==> src/vpa_pkg.sv <==
// ----------------------------------------------------------------------------
// vpa_pkg
// Shared types and codes for the variable partition allocator.
// ----------------------------------------------------------------------------
package vpa_pkg;

    localparam logic [1:0] ST_OK    = 2'd0;
    localparam logic [1:0] ST_NOFIT = 2'd1;
    localparam logic [1:0] ST_FULL  = 2'd2;
    localparam logic [1:0] ST_NOJOB = 2'd3;

    localparam logic REQ_LOAD = 1'b0;
    localparam logic REQ_TERM = 1'b1;

    localparam logic CFG_FIT_POLICY  = 1'b0;
    localparam logic CFG_MEMORY_SIZE = 1'b1;

    localparam logic [15:0] MEM_SIZE_RESET = 16'd1024;

    // command from the sequencer to the segment table
    typedef struct packed {
        logic wr_en;
        logic rd_en;
    } tbl_ctl_t;

endpackage

==> src/variable_partition_allocator.sv <==
// ----------------------------------------------------------------------------
// variable_partition_allocator
// Dynamic partition allocator with first fit / best fit search.
// ----------------------------------------------------------------------------
// Usage: a request transaction (req_type, job_id, request_size) enters on
// in_valid/in_stall; one result transaction (success, segment_address,
// status_code) leaves on out_valid/out_stall for every request.
// The segment table lives in one synchronous RAM of 2**AW entries, enough for
// MAX_SEGMENTS, with one read and one write port, so requests are handled one
// at a time. A request first scans the table; a load without a split then
// finishes. A split moves entries pick+1..count-1 up by one (count-1-pick
// entries) and then writes both halves. A terminate compacts the table after
// its scan; an unknown job ends after the scan. The block returns to idle and
// takes a new request once the previous result is loaded into the output
// register.
// The result holds in that register while out_stall is high; the next request
// may run meanwhile and waits in its last state until the register frees up.
// Reset (and a memory_size write) rewrites entry 0 as one free segment and
// sets the count to one. in_stall is high during a configuration
// write; writes are expected only while the block is idle.
// ----------------------------------------------------------------------------
module variable_partition_allocator #(
    parameter int MAX_SEGMENTS = 16,
    parameter int SIZE_BITS    = 16,
    parameter int JOB_ID_BITS  = 8
) (
    input  logic                    clk,
    input  logic                    rst_n,
    input  logic                    in_valid,
    output logic                    in_stall,
    input  logic                    req_type,
    input  logic [JOB_ID_BITS-1:0]  job_id,
    input  logic [SIZE_BITS-1:0]    request_size,
    output logic                    out_valid,
    input  logic                    out_stall,
    output logic                    success,
    output logic [15:0]             segment_address,
    output logic [1:0]              status_code,
    input  logic                    cfg_we,
    input  logic                    cfg_index,
    input  logic [15:0]             cfg_data
);
    import vpa_pkg::*;

    localparam int AW = (MAX_SEGMENTS > 1) ? $clog2(MAX_SEGMENTS) : 1;
    localparam int CW = $clog2(MAX_SEGMENTS + 1);
    localparam int DW = 2 * SIZE_BITS + 1 + JOB_ID_BITS;

    typedef struct packed {
        logic [SIZE_BITS-1:0]   start;
        logic [SIZE_BITS-1:0]   len;
        logic                   busy;
        logic [JOB_ID_BITS-1:0] owner;
    } seg_t;

    typedef enum logic [3:0] {
        S_INIT, S_IDLE, S_SCAN, S_DECIDE, S_SHIFT_RD, S_SHIFT_WR, S_SPLIT,
        S_REMAIN, S_MERGE, S_MERGE_FLUSH, S_DONE
    } state_t;

    state_t               state_reg;
    logic                 fit_reg;
    logic [15:0]          msize_reg;
    logic [CW-1:0]        count_reg;
    logic                 req_reg;
    logic [JOB_ID_BITS-1:0] job_reg;
    logic [SIZE_BITS-1:0] size_reg;
    logic [CW-1:0]        rd_idx_reg;   // next address to read
    logic [CW-1:0]        chk_idx_reg;  // address of rd_data
    logic                 chk_vld_reg;
    logic                 found_reg;
    logic [AW-1:0]        pick_reg;
    seg_t                 pick_seg_reg;
    seg_t                 acc_reg;      // merge accumulator
    logic                 acc_vld_reg;
    logic [CW-1:0]        wr_idx_reg;   // merge write pointer
    logic                 out_valid_reg;
    logic                 success_reg;
    logic [15:0]          addr_reg;
    logic [1:0]           status_reg;
    logic                 out_ok_reg;
    logic [15:0]          out_addr_reg;
    logic [1:0]           out_status_reg;

    tbl_ctl_t             ctl;
    logic [AW-1:0]        wr_addr;
    seg_t                 wr_seg;
    logic [AW-1:0]        rd_addr;
    logic [DW-1:0]        rd_raw;
    seg_t                 rd_seg;

    vpa_seg_table #(.AW(AW), .DW(DW)) u_table (
        .clk     (clk),
        .ctl     (ctl),
        .wr_addr (wr_addr),
        .wr_data (wr_seg),
        .rd_addr (rd_addr),
        .rd_data (rd_raw)
    );

    assign rd_seg = seg_t'(rd_raw);

    logic in_acc;
    assign in_acc   = in_valid && !in_stall;
    assign in_stall = (state_reg != S_IDLE) || cfg_we;
    assign out_valid       = out_valid_reg;
    assign success         = out_ok_reg;
    assign segment_address = out_addr_reg;
    assign status_code     = out_status_reg;

    logic scan_hit;
    logic chk_last;
    assign scan_hit = chk_vld_reg && !rd_seg.busy && (rd_seg.len >= size_reg)
                      && (size_reg != '0);
    assign chk_last = (chk_idx_reg == count_reg - CW'(1));

    // table port control
    always_comb
    begin
        ctl     = '{wr_en: 1'b0, rd_en: 1'b0};
        wr_addr = '0;
        wr_seg  = '0;
        rd_addr = rd_idx_reg[AW-1:0];
        case (state_reg)
            S_INIT:
            begin
                ctl.wr_en = 1'b1;
                wr_seg    = '{start: '0, len: SIZE_BITS'(msize_reg), busy: 1'b0,
                              owner: '0};
            end
            S_SCAN, S_MERGE:
            begin
                ctl.rd_en = (rd_idx_reg < count_reg);
                if (state_reg == S_MERGE && chk_vld_reg && acc_vld_reg &&
                    !(!rd_seg.busy && !acc_reg.busy))
                begin
                    ctl.wr_en = 1'b1;
                    wr_addr   = wr_idx_reg[AW-1:0];
                    wr_seg    = acc_reg;
                end
            end
            S_SHIFT_RD:
            begin
                ctl.rd_en = 1'b1;
            end
            S_SHIFT_WR:
            begin
                ctl.wr_en = 1'b1;
                wr_addr   = rd_idx_reg[AW-1:0] + AW'(1);
                wr_seg    = rd_seg;
            end
            S_SPLIT:
            begin
                ctl.wr_en = 1'b1;
                wr_addr   = pick_reg;
                wr_seg    = '{start: pick_seg_reg.start, len: size_reg, busy: 1'b1,
                              owner: job_reg};
            end
            S_REMAIN:
            begin
                // free remainder of a split
                ctl.wr_en = 1'b1;
                wr_addr   = pick_reg + AW'(1);
                wr_seg    = '{start: pick_seg_reg.start + size_reg,
                              len: pick_seg_reg.len - size_reg,
                              busy: 1'b0, owner: '0};
            end
            S_DECIDE:
            begin
                // exact fit: mark the picked entry busy in place
                if (found_reg && pick_seg_reg.len == size_reg)
                begin
                    ctl.wr_en = 1'b1;
                    wr_addr   = pick_reg;
                    wr_seg    = '{start: pick_seg_reg.start, len: size_reg, busy: 1'b1,
                                  owner: job_reg};
                end
            end
            S_MERGE_FLUSH:
            begin
                ctl.wr_en = 1'b1;
                wr_addr   = wr_idx_reg[AW-1:0];
                wr_seg    = acc_reg;
            end
            default:
            begin
            end
        endcase
    end

    always_ff @(posedge clk or negedge rst_n)
    begin
        if (!rst_n)
        begin
            state_reg     <= S_INIT;
            fit_reg       <= 1'b0;
            msize_reg     <= MEM_SIZE_RESET;
            count_reg     <= CW'(1);
            out_valid_reg <= 1'b0;
            chk_vld_reg   <= 1'b0;
            rd_idx_reg    <= '0;
        end
        else
        begin
            if (out_valid_reg && !out_stall && state_reg != S_DONE)
            begin
                out_valid_reg <= 1'b0;
            end
            if (cfg_we)
            begin
                if (cfg_index == CFG_FIT_POLICY)
                begin
                    fit_reg <= cfg_data[0];
                end
                else
                begin
                    msize_reg <= cfg_data;
                    state_reg <= S_INIT;
                end
            end
            case (state_reg)
                S_INIT:
                begin
                    count_reg <= CW'(1);
                    if (!(cfg_we && cfg_index == CFG_MEMORY_SIZE))
                    begin
                        state_reg <= S_IDLE;
                    end
                end
                S_IDLE:
                begin
                    if (in_acc && !cfg_we)
                    begin
                        req_reg     <= req_type;
                        job_reg     <= job_id;
                        size_reg    <= request_size;
                        rd_idx_reg  <= '0;
                        chk_vld_reg <= 1'b0;
                        found_reg   <= 1'b0;
                        state_reg   <= S_SCAN;
                    end
                end
                S_SCAN:
                begin
                    chk_vld_reg <= (rd_idx_reg < count_reg);
                    chk_idx_reg <= rd_idx_reg;
                    rd_idx_reg  <= rd_idx_reg + CW'(1);
                    if (chk_vld_reg)
                    begin
                        if (req_reg == REQ_TERM)
                        begin
                            if (rd_seg.busy && rd_seg.owner == job_reg)
                            begin
                                // free it, then compact from entry 0
                                addr_reg      <= 16'(rd_seg.start);
                                pick_reg      <= chk_idx_reg[AW-1:0];
                                found_reg     <= 1'b1;
                                rd_idx_reg    <= '0;
                                chk_vld_reg   <= 1'b0;
                                acc_vld_reg   <= 1'b0;
                                wr_idx_reg    <= '0;
                                state_reg     <= S_MERGE;
                            end
                            else if (chk_last)
                            begin
                                success_reg   <= 1'b0;
                                addr_reg      <= '0;
                                status_reg    <= ST_NOJOB;
                                state_reg     <= S_DONE;
                            end
                        end
                        else
                        begin
                            if (scan_hit && (!found_reg ||
                                (fit_reg && rd_seg.len < pick_seg_reg.len)))
                            begin
                                found_reg    <= 1'b1;
                                pick_reg     <= chk_idx_reg[AW-1:0];
                                pick_seg_reg <= rd_seg;
                            end
                            if (chk_last || (scan_hit && !fit_reg))
                            begin
                                state_reg <= S_DECIDE;
                            end
                        end
                    end
                end
                S_DECIDE:
                begin
                    if (!found_reg)
                    begin
                        success_reg <= 1'b0;
                        addr_reg    <= '0;
                        status_reg  <= ST_NOFIT;
                        state_reg   <= S_DONE;
                    end
                    else if (pick_seg_reg.len == size_reg)
                    begin
                        success_reg <= 1'b1;
                        addr_reg    <= 16'(pick_seg_reg.start);
                        status_reg  <= ST_OK;
                        state_reg   <= S_DONE;
                    end
                    else if (count_reg >= CW'(MAX_SEGMENTS))
                    begin
                        success_reg <= 1'b0;
                        addr_reg    <= '0;
                        status_reg  <= ST_FULL;
                        state_reg   <= S_DONE;
                    end
                    else
                    begin
                        // move entries pick+1.. up by one, top entry first
                        rd_idx_reg <= count_reg - CW'(1);
                        state_reg  <= (count_reg - CW'(1) > CW'(pick_reg))
                                      ? S_SHIFT_RD : S_SPLIT;
                    end
                end
                S_SHIFT_RD:
                begin
                    state_reg <= S_SHIFT_WR;
                end
                S_SHIFT_WR:
                begin
                    if (rd_idx_reg - CW'(1) > CW'(pick_reg))
                    begin
                        rd_idx_reg <= rd_idx_reg - CW'(1);
                        state_reg  <= S_SHIFT_RD;
                    end
                    else
                    begin
                        state_reg <= S_SPLIT;
                    end
                end
                S_SPLIT:
                begin
                    count_reg   <= count_reg + CW'(1);
                    success_reg <= 1'b1;
                    addr_reg    <= 16'(pick_seg_reg.start);
                    status_reg  <= ST_OK;
                    state_reg   <= S_REMAIN;
                end
                S_REMAIN:
                begin
                    state_reg <= S_DONE;
                end
                S_MERGE:
                begin
                    chk_vld_reg <= (rd_idx_reg < count_reg);
                    chk_idx_reg <= rd_idx_reg;
                    rd_idx_reg  <= rd_idx_reg + CW'(1);
                    if (chk_vld_reg)
                    begin
                        seg_t cur;
                        cur = rd_seg;
                        if (chk_idx_reg[AW-1:0] == pick_reg)
                        begin
                            cur.busy  = 1'b0;
                            cur.owner = '0;
                        end
                        if (acc_vld_reg && !cur.busy && !acc_reg.busy)
                        begin
                            acc_reg.len <= acc_reg.len + cur.len;
                        end
                        else
                        begin
                            if (acc_vld_reg)
                            begin
                                wr_idx_reg <= wr_idx_reg + CW'(1);
                            end
                            acc_reg <= cur;
                        end
                        acc_vld_reg <= 1'b1;
                        if (chk_last)
                        begin
                            state_reg <= S_MERGE_FLUSH;
                        end
                    end
                end
                S_MERGE_FLUSH:
                begin
                    count_reg   <= wr_idx_reg + CW'(1);
                    success_reg <= 1'b1;
                    status_reg  <= ST_OK;
                    state_reg   <= S_DONE;
                end
                S_DONE:
                begin
                    // hold until the output register is free
                    if (!out_valid_reg || !out_stall)
                    begin
                        out_valid_reg  <= 1'b1;
                        out_ok_reg     <= success_reg;
                        out_addr_reg   <= addr_reg;
                        out_status_reg <= status_reg;
                        state_reg      <= S_IDLE;
                    end
                end
                default:
                begin
                    state_reg <= S_IDLE;
                end
            endcase
        end
    end

`ifndef SYNTH
    a_one_result: assert property (@(posedge clk) disable iff (!rst_n)
        (state_reg == S_DONE) |=> out_valid)
        else $error("result not presented after request finished");
    a_count_range: assert property (@(posedge clk) disable iff (!rst_n)
        (count_reg >= CW'(1)) && (count_reg <= CW'(MAX_SEGMENTS)))
        else $error("segment count out of range");
    a_no_accept_busy: assert property (@(posedge clk) disable iff (!rst_n)
        (state_reg != S_IDLE) |-> in_stall)
        else $error("request taken while busy");
`endif

endmodule

==> src/vpa_seg_table.sv <==
// ----------------------------------------------------------------------------
// vpa_seg_table
// Segment table memory: one synchronous write port, one synchronous read port.
// ----------------------------------------------------------------------------
module vpa_seg_table #(
    parameter int AW = 4,
    parameter int DW = 41
) (
    input  logic                    clk,
    input  vpa_pkg::tbl_ctl_t       ctl,
    input  logic [AW-1:0]           wr_addr,
    input  logic [DW-1:0]           wr_data,
    input  logic [AW-1:0]           rd_addr,
    output logic [DW-1:0]           rd_data
);
    import vpa_pkg::*;

    logic [DW-1:0] mem [0:(1<<AW)-1];

    always_ff @(posedge clk)
    begin
        if (ctl.wr_en)
        begin
            mem[wr_addr] <= wr_data;
        end
        if (ctl.rd_en)
        begin
            rd_data <= mem[rd_addr];
        end
    end

endmodule
==> config.mk <==
export PLATFORM = sky130hd
export DESIGN_NAME = variable_partition_allocator
export DESIGN_NICKNAME = d
export VERILOG_FILES = /design/src/vpa_pkg.sv /design/src/variable_partition_allocator.sv /design/src/vpa_seg_table.sv
export SDC_FILE = /design/constraint.sdc
export NUM_CORES = 1
export LEC_CHECK = 0
export ABC_AREA = 1
export BUFFER_PORTS_ARGS = -buffer_cell sky130_fd_sc_hd__buf_2
export CORE_MARGIN = 2
export CORE_UTILIZATION = 50
export CTS_CLUSTER_SIZE = 14
export DETAILED_ROUTE_END_ITERATION = 10
export PLACE_DENSITY = 0.72
export SLEW_MARGIN = 15
export SYNTH_ARGS = -nofsm -noshare
export SYNTH_HDL_FRONTEND = slang
export SYNTH_SLANG_ARGS = --single-unit
==> constraint.sdc <==
create_clock -name clk -period 13.89 [get_ports clk]
set_input_delay 1.389 -clock clk [delete_from_list [all_inputs] [get_ports clk]]
set_output_delay 1.389 -clock clk [all_outputs]
set_load 0.01 [all_outputs]
After elaboration in Yosys (flattened, before gate mapping) --
Memories as Yosys holds them, arrays and structs flattened. A register that Yosys moved wholly into a read port is not among the register bits. Index checks and enable logic that the tools add are counted.
Word-level totals: bits in registers 185, RAM bits 656, input port bits 47, output and inout bits 21, logic and storage cells 240, memories 1
Cells by class: $add $sub $neg 10, order comparisons 6, eq/ne operators 34, mux-type cells 96, bitwise logic cells 3, reductions and logical operators 63
Memory list:
- u_table.mem | depth 16, width 41, read ports 1, clocked after memory_dff 1, write ports 1, RTL line vpa_seg_table.sv:18 | logic [DW-1:0] mem [0:(1<<AW)-1];
Operator list (count):
- $pmux 41 s7 | 1
- $mux 16 | 8
- $mux 41 | 2
- $mux 4 | 20
- $mux 5 | 14
- $pmux 16 s3 | 1
- $pmux 4 s10 | 1
- $add 16x16->16 | 2
- $mux 9 | 3
- $mux 1 | 26
- $ne 2x2->1 const B | 13
- $pmux 5 s5 | 1
- $pmux 4 s6 | 1
- $reduce_and 6->1 | 4
- $logic_and 1x1->1 | 19
- $mux 2 | 9
- $eq 16x16->1 | 1
- $eq 4x3->1 const B | 4
- $ge 16x16->1 | 1
- $lt 16x16->1 | 1
- $reduce_bool 16->1 | 1
- $sub 16x16->16 | 1
- $add 5x1->5 const B | 3
- $pmux 5 s3 | 1
- other kinds (34) | 74

Logic depth before layout (Yosys ltp) --
depth after elaboration 10, depth in mapped cells 16, gate-level depth less buffers 16

Hierarchy --
A second synthesis with hierarchy kept.
Second synthesis, totals: cell total of the unflattened synthesis 4124, area, all modules 41562.4 µm²
By module, submodules not included:
- vpa_seg_table | instances 1, cells an instance 2708, area an instance 29514.6 µm², seq. area each 20930.1 µm²
- variable_partition_allocator | instances 1, cells an instance 1416, area an instance 12047.8 µm², seq. area each 5392.7 µm²

Worst setup path after synthesis --
OpenSTA, ideal clock, no wires.
kind register to register, start point register rd_idx_reg[0], end point memory u_table.mem[0][0], enable pin, setup time 0.490 ns, arrival time 4.556 ns, required time 13.400 ns, setup slack 8.843 ns, stages on the path, launching flop included 13, path buffers 3, clock period less this slack 5.047 ns, cell sequence dfrtp_1 buf_4 buf_4 buf_2 nand2_1 o21ai_2 ha_1 nand3b_1 nand3_1 nand2_1 a21oi_4 nand3_2 nor3_1
Between the ends: longest elaborated chain between the ends 2
RTL lines:
- start, declared | RTL line variable_partition_allocator.sv:68 | logic [CW-1:0] rd_idx_reg;
- start signal, assigned | RTL line variable_partition_allocator.sv:247 | rd_idx_reg <= rd_idx_reg + CW'(1);
- start signal, assigned | RTL line variable_partition_allocator.sv:314 | rd_idx_reg <= count_reg - CW'(1);
- start signal, assigned | RTL line variable_partition_allocator.sv:327 | rd_idx_reg <= rd_idx_reg - CW'(1);
- $add 4x1->4 | RTL line variable_partition_allocator.sv:149 | wr_addr = rd_idx_reg[AW-1:0] + AW'(1);
- $pmux 4 s6 | RTL line variable_partition_allocator.sv:124 | case (state_reg)
- end, declared | RTL line vpa_seg_table.sv:18
No other way between the ends.

Final worst setup path --
start point register size_reg[6], end point memory u_table.mem[14][28], enable pin
Between the ends: longest elaborated chain between the ends 6, elaborated cells on any way between the ends 8, those cells by class 1 x eq/ne; 6 x mux; 1 x reduce/logical
RTL lines:
- start, declared | RTL line variable_partition_allocator.sv:67 | logic [SIZE_BITS-1:0] size_reg;
- start signal, assigned | RTL line variable_partition_allocator.sv:236 | size_reg <= request_size;
- $eq 16x16->1 (*) | RTL line variable_partition_allocator.sv:171 | if (found_reg && pick_seg_reg.len == size_reg)
- $logic_and 1x1->1 (*) | RTL line variable_partition_allocator.sv:171
- $mux 1 | RTL line variable_partition_allocator.sv:171
- $pmux 1 s3 | RTL line variable_partition_allocator.sv:124
- $mux 1 | RTL line vpa_seg_table.sv:22 | if (ctl.wr_en)
- $mux 1 (not written as such) | RTL line vpa_seg_table.sv:24 | mem[wr_addr] <= wr_data;
Every way passes the cells marked *; elsewhere a longest branch is shown, timed or not.

==> metrics.md <==
| Metric | Value |
|---|---|
| Number of optimization iterations in the first detailed-route pass | 7 |
| Number of synthesized register bits | 882 |
| Wire length of the first global-routing pass | 158000 um |
| Core ar. | 0.0762 mm2 |
| Global-route total usage across every layer | 26.7% |
| Per-cell via count in the routed design | 6.07 |
| Die outline width | 282 um |
| Cell leakage power | 15.7 nW |
| Initial core utilization | 50.6% |
| Sum of overflow across all layers after global routing | 0 |
| Synthesized cell area | 0.0386 mm2 |
| Hold WC Path Type | register to register |
| Detailed-route wire length per cell | 24.1 um |
| Delay contributed by the slowest stage of the critical path | 0.75 ns |
| Run status | completed |
| Time the worst path needs with I/O delays and setup | 4.41 ns |
| Cell chain of the critical path | inv_1 > ha_1 > nand2_1 > inv_1 > nand2_1 > nor3_1 > nand3_2 > nand2_2 > a21oi_4 > inv_2 > nand2_1 > nor2_4 > buf_4 |
| Hold-fix buffer count after cts | 0 |
| Unrepaired setup endpoints after global routing | false |
| Worst setup SP type | register |
| Number of global-route vias before repair | 25300 |
| Post-synthesis cell type with the largest combined area | sky130_fd_sc_hd__edfxtp_1 |
| Met3 wire length | 11100 um |
| Mean Syn Cell Area | 11.9 um2 |
| NumNets Final | 3452 |
| Share of the yosys chip area belonging to registers | 68.3% |
| Clock-pin slew reported for the worst setup and hold paths after clock tree synthesis | 0.07 ns |
| Max-slew violations | 0 |
| TritonCTS clock tree | built |
| Worst clock skew | 0.0294 ns |
| Leading cell type in the layout, fill and taps excluded | sky130_fd_sc_hd__edfxtp_1 |
| HPWL Detailed | 62300 um |
| Clk Tree Root Cell | sky130_fd_sc_hd__clkbuf_16 |
| Vias | 26800 |
| Top layer in use | met5 |
| Cell occurring most often along the worst timing path | sky130_fd_sc_hd__nand2_1 |
| Worst slew pin tran | 1.03 ns |
| Power density over the cells | 194 mW/mm2 |
| Area added between synthesis and finish | 11.8% |
| Cell with the biggest individual delay on the critical path | sky130_fd_sc_hd__nor2_4 |
| Flip-flop count of the largest register after layout | 656 |
| Post-CTS Resized | 0 |
| Tightest hold margin | 0.416 ns |
| Ports placed on the boundary | 68 |
| Final number of setup-violating endpoints | 0 |
| Post-DRT Antenna Nets | 0 |
| Worst path setup slack after routing | 9.48 ns |
| Slew margin rel. | 31.3% |
| Share of post-route cells with drive strength above 1 | 10.0% |
| Die Y | 282 um |
| Count of endpoints failing hold in the final timing report | 0 |
| Primary flip-flop cell chosen by synthesis mapping | sky130_fd_sc_hd__edfxtp_1 |
| Most frequent cells in the layout | sky130_fd_sc_hd__edfxtp_1, sky130_fd_sc_hd__nand2_1, sky130_fd_sc_hd__nor2_1 |
| Buffers on Ports | 67 |
| Clock latency reported for the late side of the worst-skew pair | 0.66 ns |
| Drc violations | 0 |
| Total clock sinks | 882 |
| CTS buffer count | 89 |
| Worst supply voltage drop on vdd | 0.139 mV |
| Initial DRC Count | 3486 |
| Setup bufs post-CTS | 0 |
| YS warnings | 0 |
| Global placer's final weighted congestion | 0.946 |
| Synth top area cells | sky130_fd_sc_hd__edfxtp_1, sky130_fd_sc_hd__o21ai_0, sky130_fd_sc_hd__nor2_1 |
| Required time reported for the critical path endpoint | 14.18 ns |
| Maximum fanout along the worst path | 29 |
| Area fraction of the dominant cell type after synthesis | 66.1% |
| Largest net degree at the start of global routing | 158 |
| Met2 routed WL | 48600 um |
| Antenna diodes | 0 |
| Worst Path Class, Setup | register to register |
| Data arrival time of the critical path | 4.70 ns |
| Max Fclk | 227 MHz |
| Post-synth net total | 3391 |
| Number of flops mapped to enable cells by yosys | 849 |
| Type of element capturing the critical path | register |
| Async SR Flop Fraction | 3.74% |
| Total wire length | 106000 um |
| Depth of the CTS H-tree | 3 |
| Maximum Capacitance Violations | 0 |
| Floorplan die area | 0.0794 mm2 |
| Clock tree buffer depth | 3 |
| Detailed-route wire length on metal 1 | 42600 um |
| Cell count after synthesis | 3246 |
| Number of different library cells in the post-synthesis netlist | 53 |
| Row count | 101 |
| Fraction of the cycle the final worst path needs | 31.7% |
| Post-route setup TNS | 0 ns |
| Number of antenna violations at the first check in global routing | 2 |
| Post-placement setup slack | 9.49 ns |
## area by class of cell
cell class	count	area [um2]
inverter	189	722
tap	1030	1290
fill	6152	33100
clock buffer	112	2360
clock inverter	52	578
timing repair buffer	131	816
multi-input combinational	2014	11000
sequential	882	26300
## final timing paths
| path | cells after the start | slack, ns | end | startpoint |
|---|---|---|---|---|
| max | 13 | 9.48 | u_table.mem[14][28] | size_reg[6] |
| min | 0 | 0.42 | segment_address[1] | addr_reg[1] |
| max reg2reg | 13 | 9.48 | u_table.mem[14][28] | size_reg[6] |
| min reg2reg | 0 | 0.42 | segment_address[1] | addr_reg[1] |
| max in group asynchronous | 2 | 12.72 | rd_idx_reg[0] | rst_n |
| min in group asynchronous | 2 | 0.78 | rd_idx_reg[2] | rst_n |
## routing by layer
layer  vias to the layer above  global-route usage, %
li1                      12000                      -
met1                     13000                   37.4
met2                      1482                   41.4
met3                       238                   4.52
met4                         2                   11.8
met5                         -                      0
## synthesized netlist by cell type, types with 3 or more instances
library cell	instances
sky130_fd_sc_hd__nor2_4	3
sky130_fd_sc_hd__buf_2	23
sky130_fd_sc_hd__clkinv_1	4
sky130_fd_sc_hd__a21oi_4	3
sky130_fd_sc_hd__o21ai_0	415
sky130_fd_sc_hd__o2111ai_1	3
sky130_fd_sc_hd__nor3_1	13
sky130_fd_sc_hd__or2_2	7
sky130_fd_sc_hd__o21ai_1	9
sky130_fd_sc_hd__a21boi_0	5
sky130_fd_sc_hd__ha_1	95
sky130_fd_sc_hd__o21a_1	3
sky130_fd_sc_hd__nand2_1	429
sky130_fd_sc_hd__fa_1	3
sky130_fd_sc_hd__buf_4	7
sky130_fd_sc_hd__nand2_2	5
sky130_fd_sc_hd__a22oi_1	17
sky130_fd_sc_hd__xnor2_1	8
sky130_fd_sc_hd__a21oi_1	93
sky130_fd_sc_hd__nand4_1	24
sky130_fd_sc_hd__inv_2	12
sky130_fd_sc_hd__nand3_1	142
sky130_fd_sc_hd__buf_1	10
sky130_fd_sc_hd__nor2_1	438
sky130_fd_sc_hd__nand3_2	4
sky130_fd_sc_hd__dfrtp_1	31
sky130_fd_sc_hd__o22ai_1	48
sky130_fd_sc_hd__a221oi_1	12
sky130_fd_sc_hd__a21o_1	7
sky130_fd_sc_hd__o21bai_1	7
sky130_fd_sc_hd__nor2_2	6
sky130_fd_sc_hd__o221ai_1	124
sky130_fd_sc_hd__o211ai_1	54
sky130_fd_sc_hd__inv_1	172
sky130_fd_sc_hd__edfxtp_1	849
sky130_fd_sc_hd__xor2_1	17
sky130_fd_sc_hd__a211oi_1	3
sky130_fd_sc_hd__clkbuf_1	120
## where the power goes
| part | total (W) | internal (W) | switching, W |
|---|---|---|---|
| registers | 0.00381 | 0.00356 | 0.000250 |
| logic | 0.00215 | 0.000563 | 0.00158 |
| clock network | 0.00241 | 0.00138 | 0.00103 |
## per-stage QoR
stage                     power [W]  std cells  area (um2)  util (%)
final                       0.00837       4410       43100      56.6
after global routing        0.00872       4410       43100      56.6
after CTS                   0.00833       4406       43100      56.5
after detailed placement    0.00593       4242       40100      52.7
after global placement      0.00589       4242       40100      52.7
after floorplan             0.00510       3246       38600         -
## worst max-delay path, delay by kind of cell, from the launching register on
family                   cells  cell delay [ns]
AO/OA/AOI/OAI                1             0.12
flip-flops                   1             0.36
AND/OR/NAND/NOR              7             2.34
buffers and inverters        4             0.82
adder cells (fa/ha/maj)      1             0.38
## cell families after synthesis
group,Yosys count,share of synthesized area [%]
buffers and inverters,350,3.58
DFF,882,68.3
and+or+nand+nor,1079,11.5
AOI/OAI and AO/OA,812,12.8
adders and majority gates,98,3.24
xor gates and xnor gates,25,0.568
Note: power is estimated with default switching activity, not from simulation.
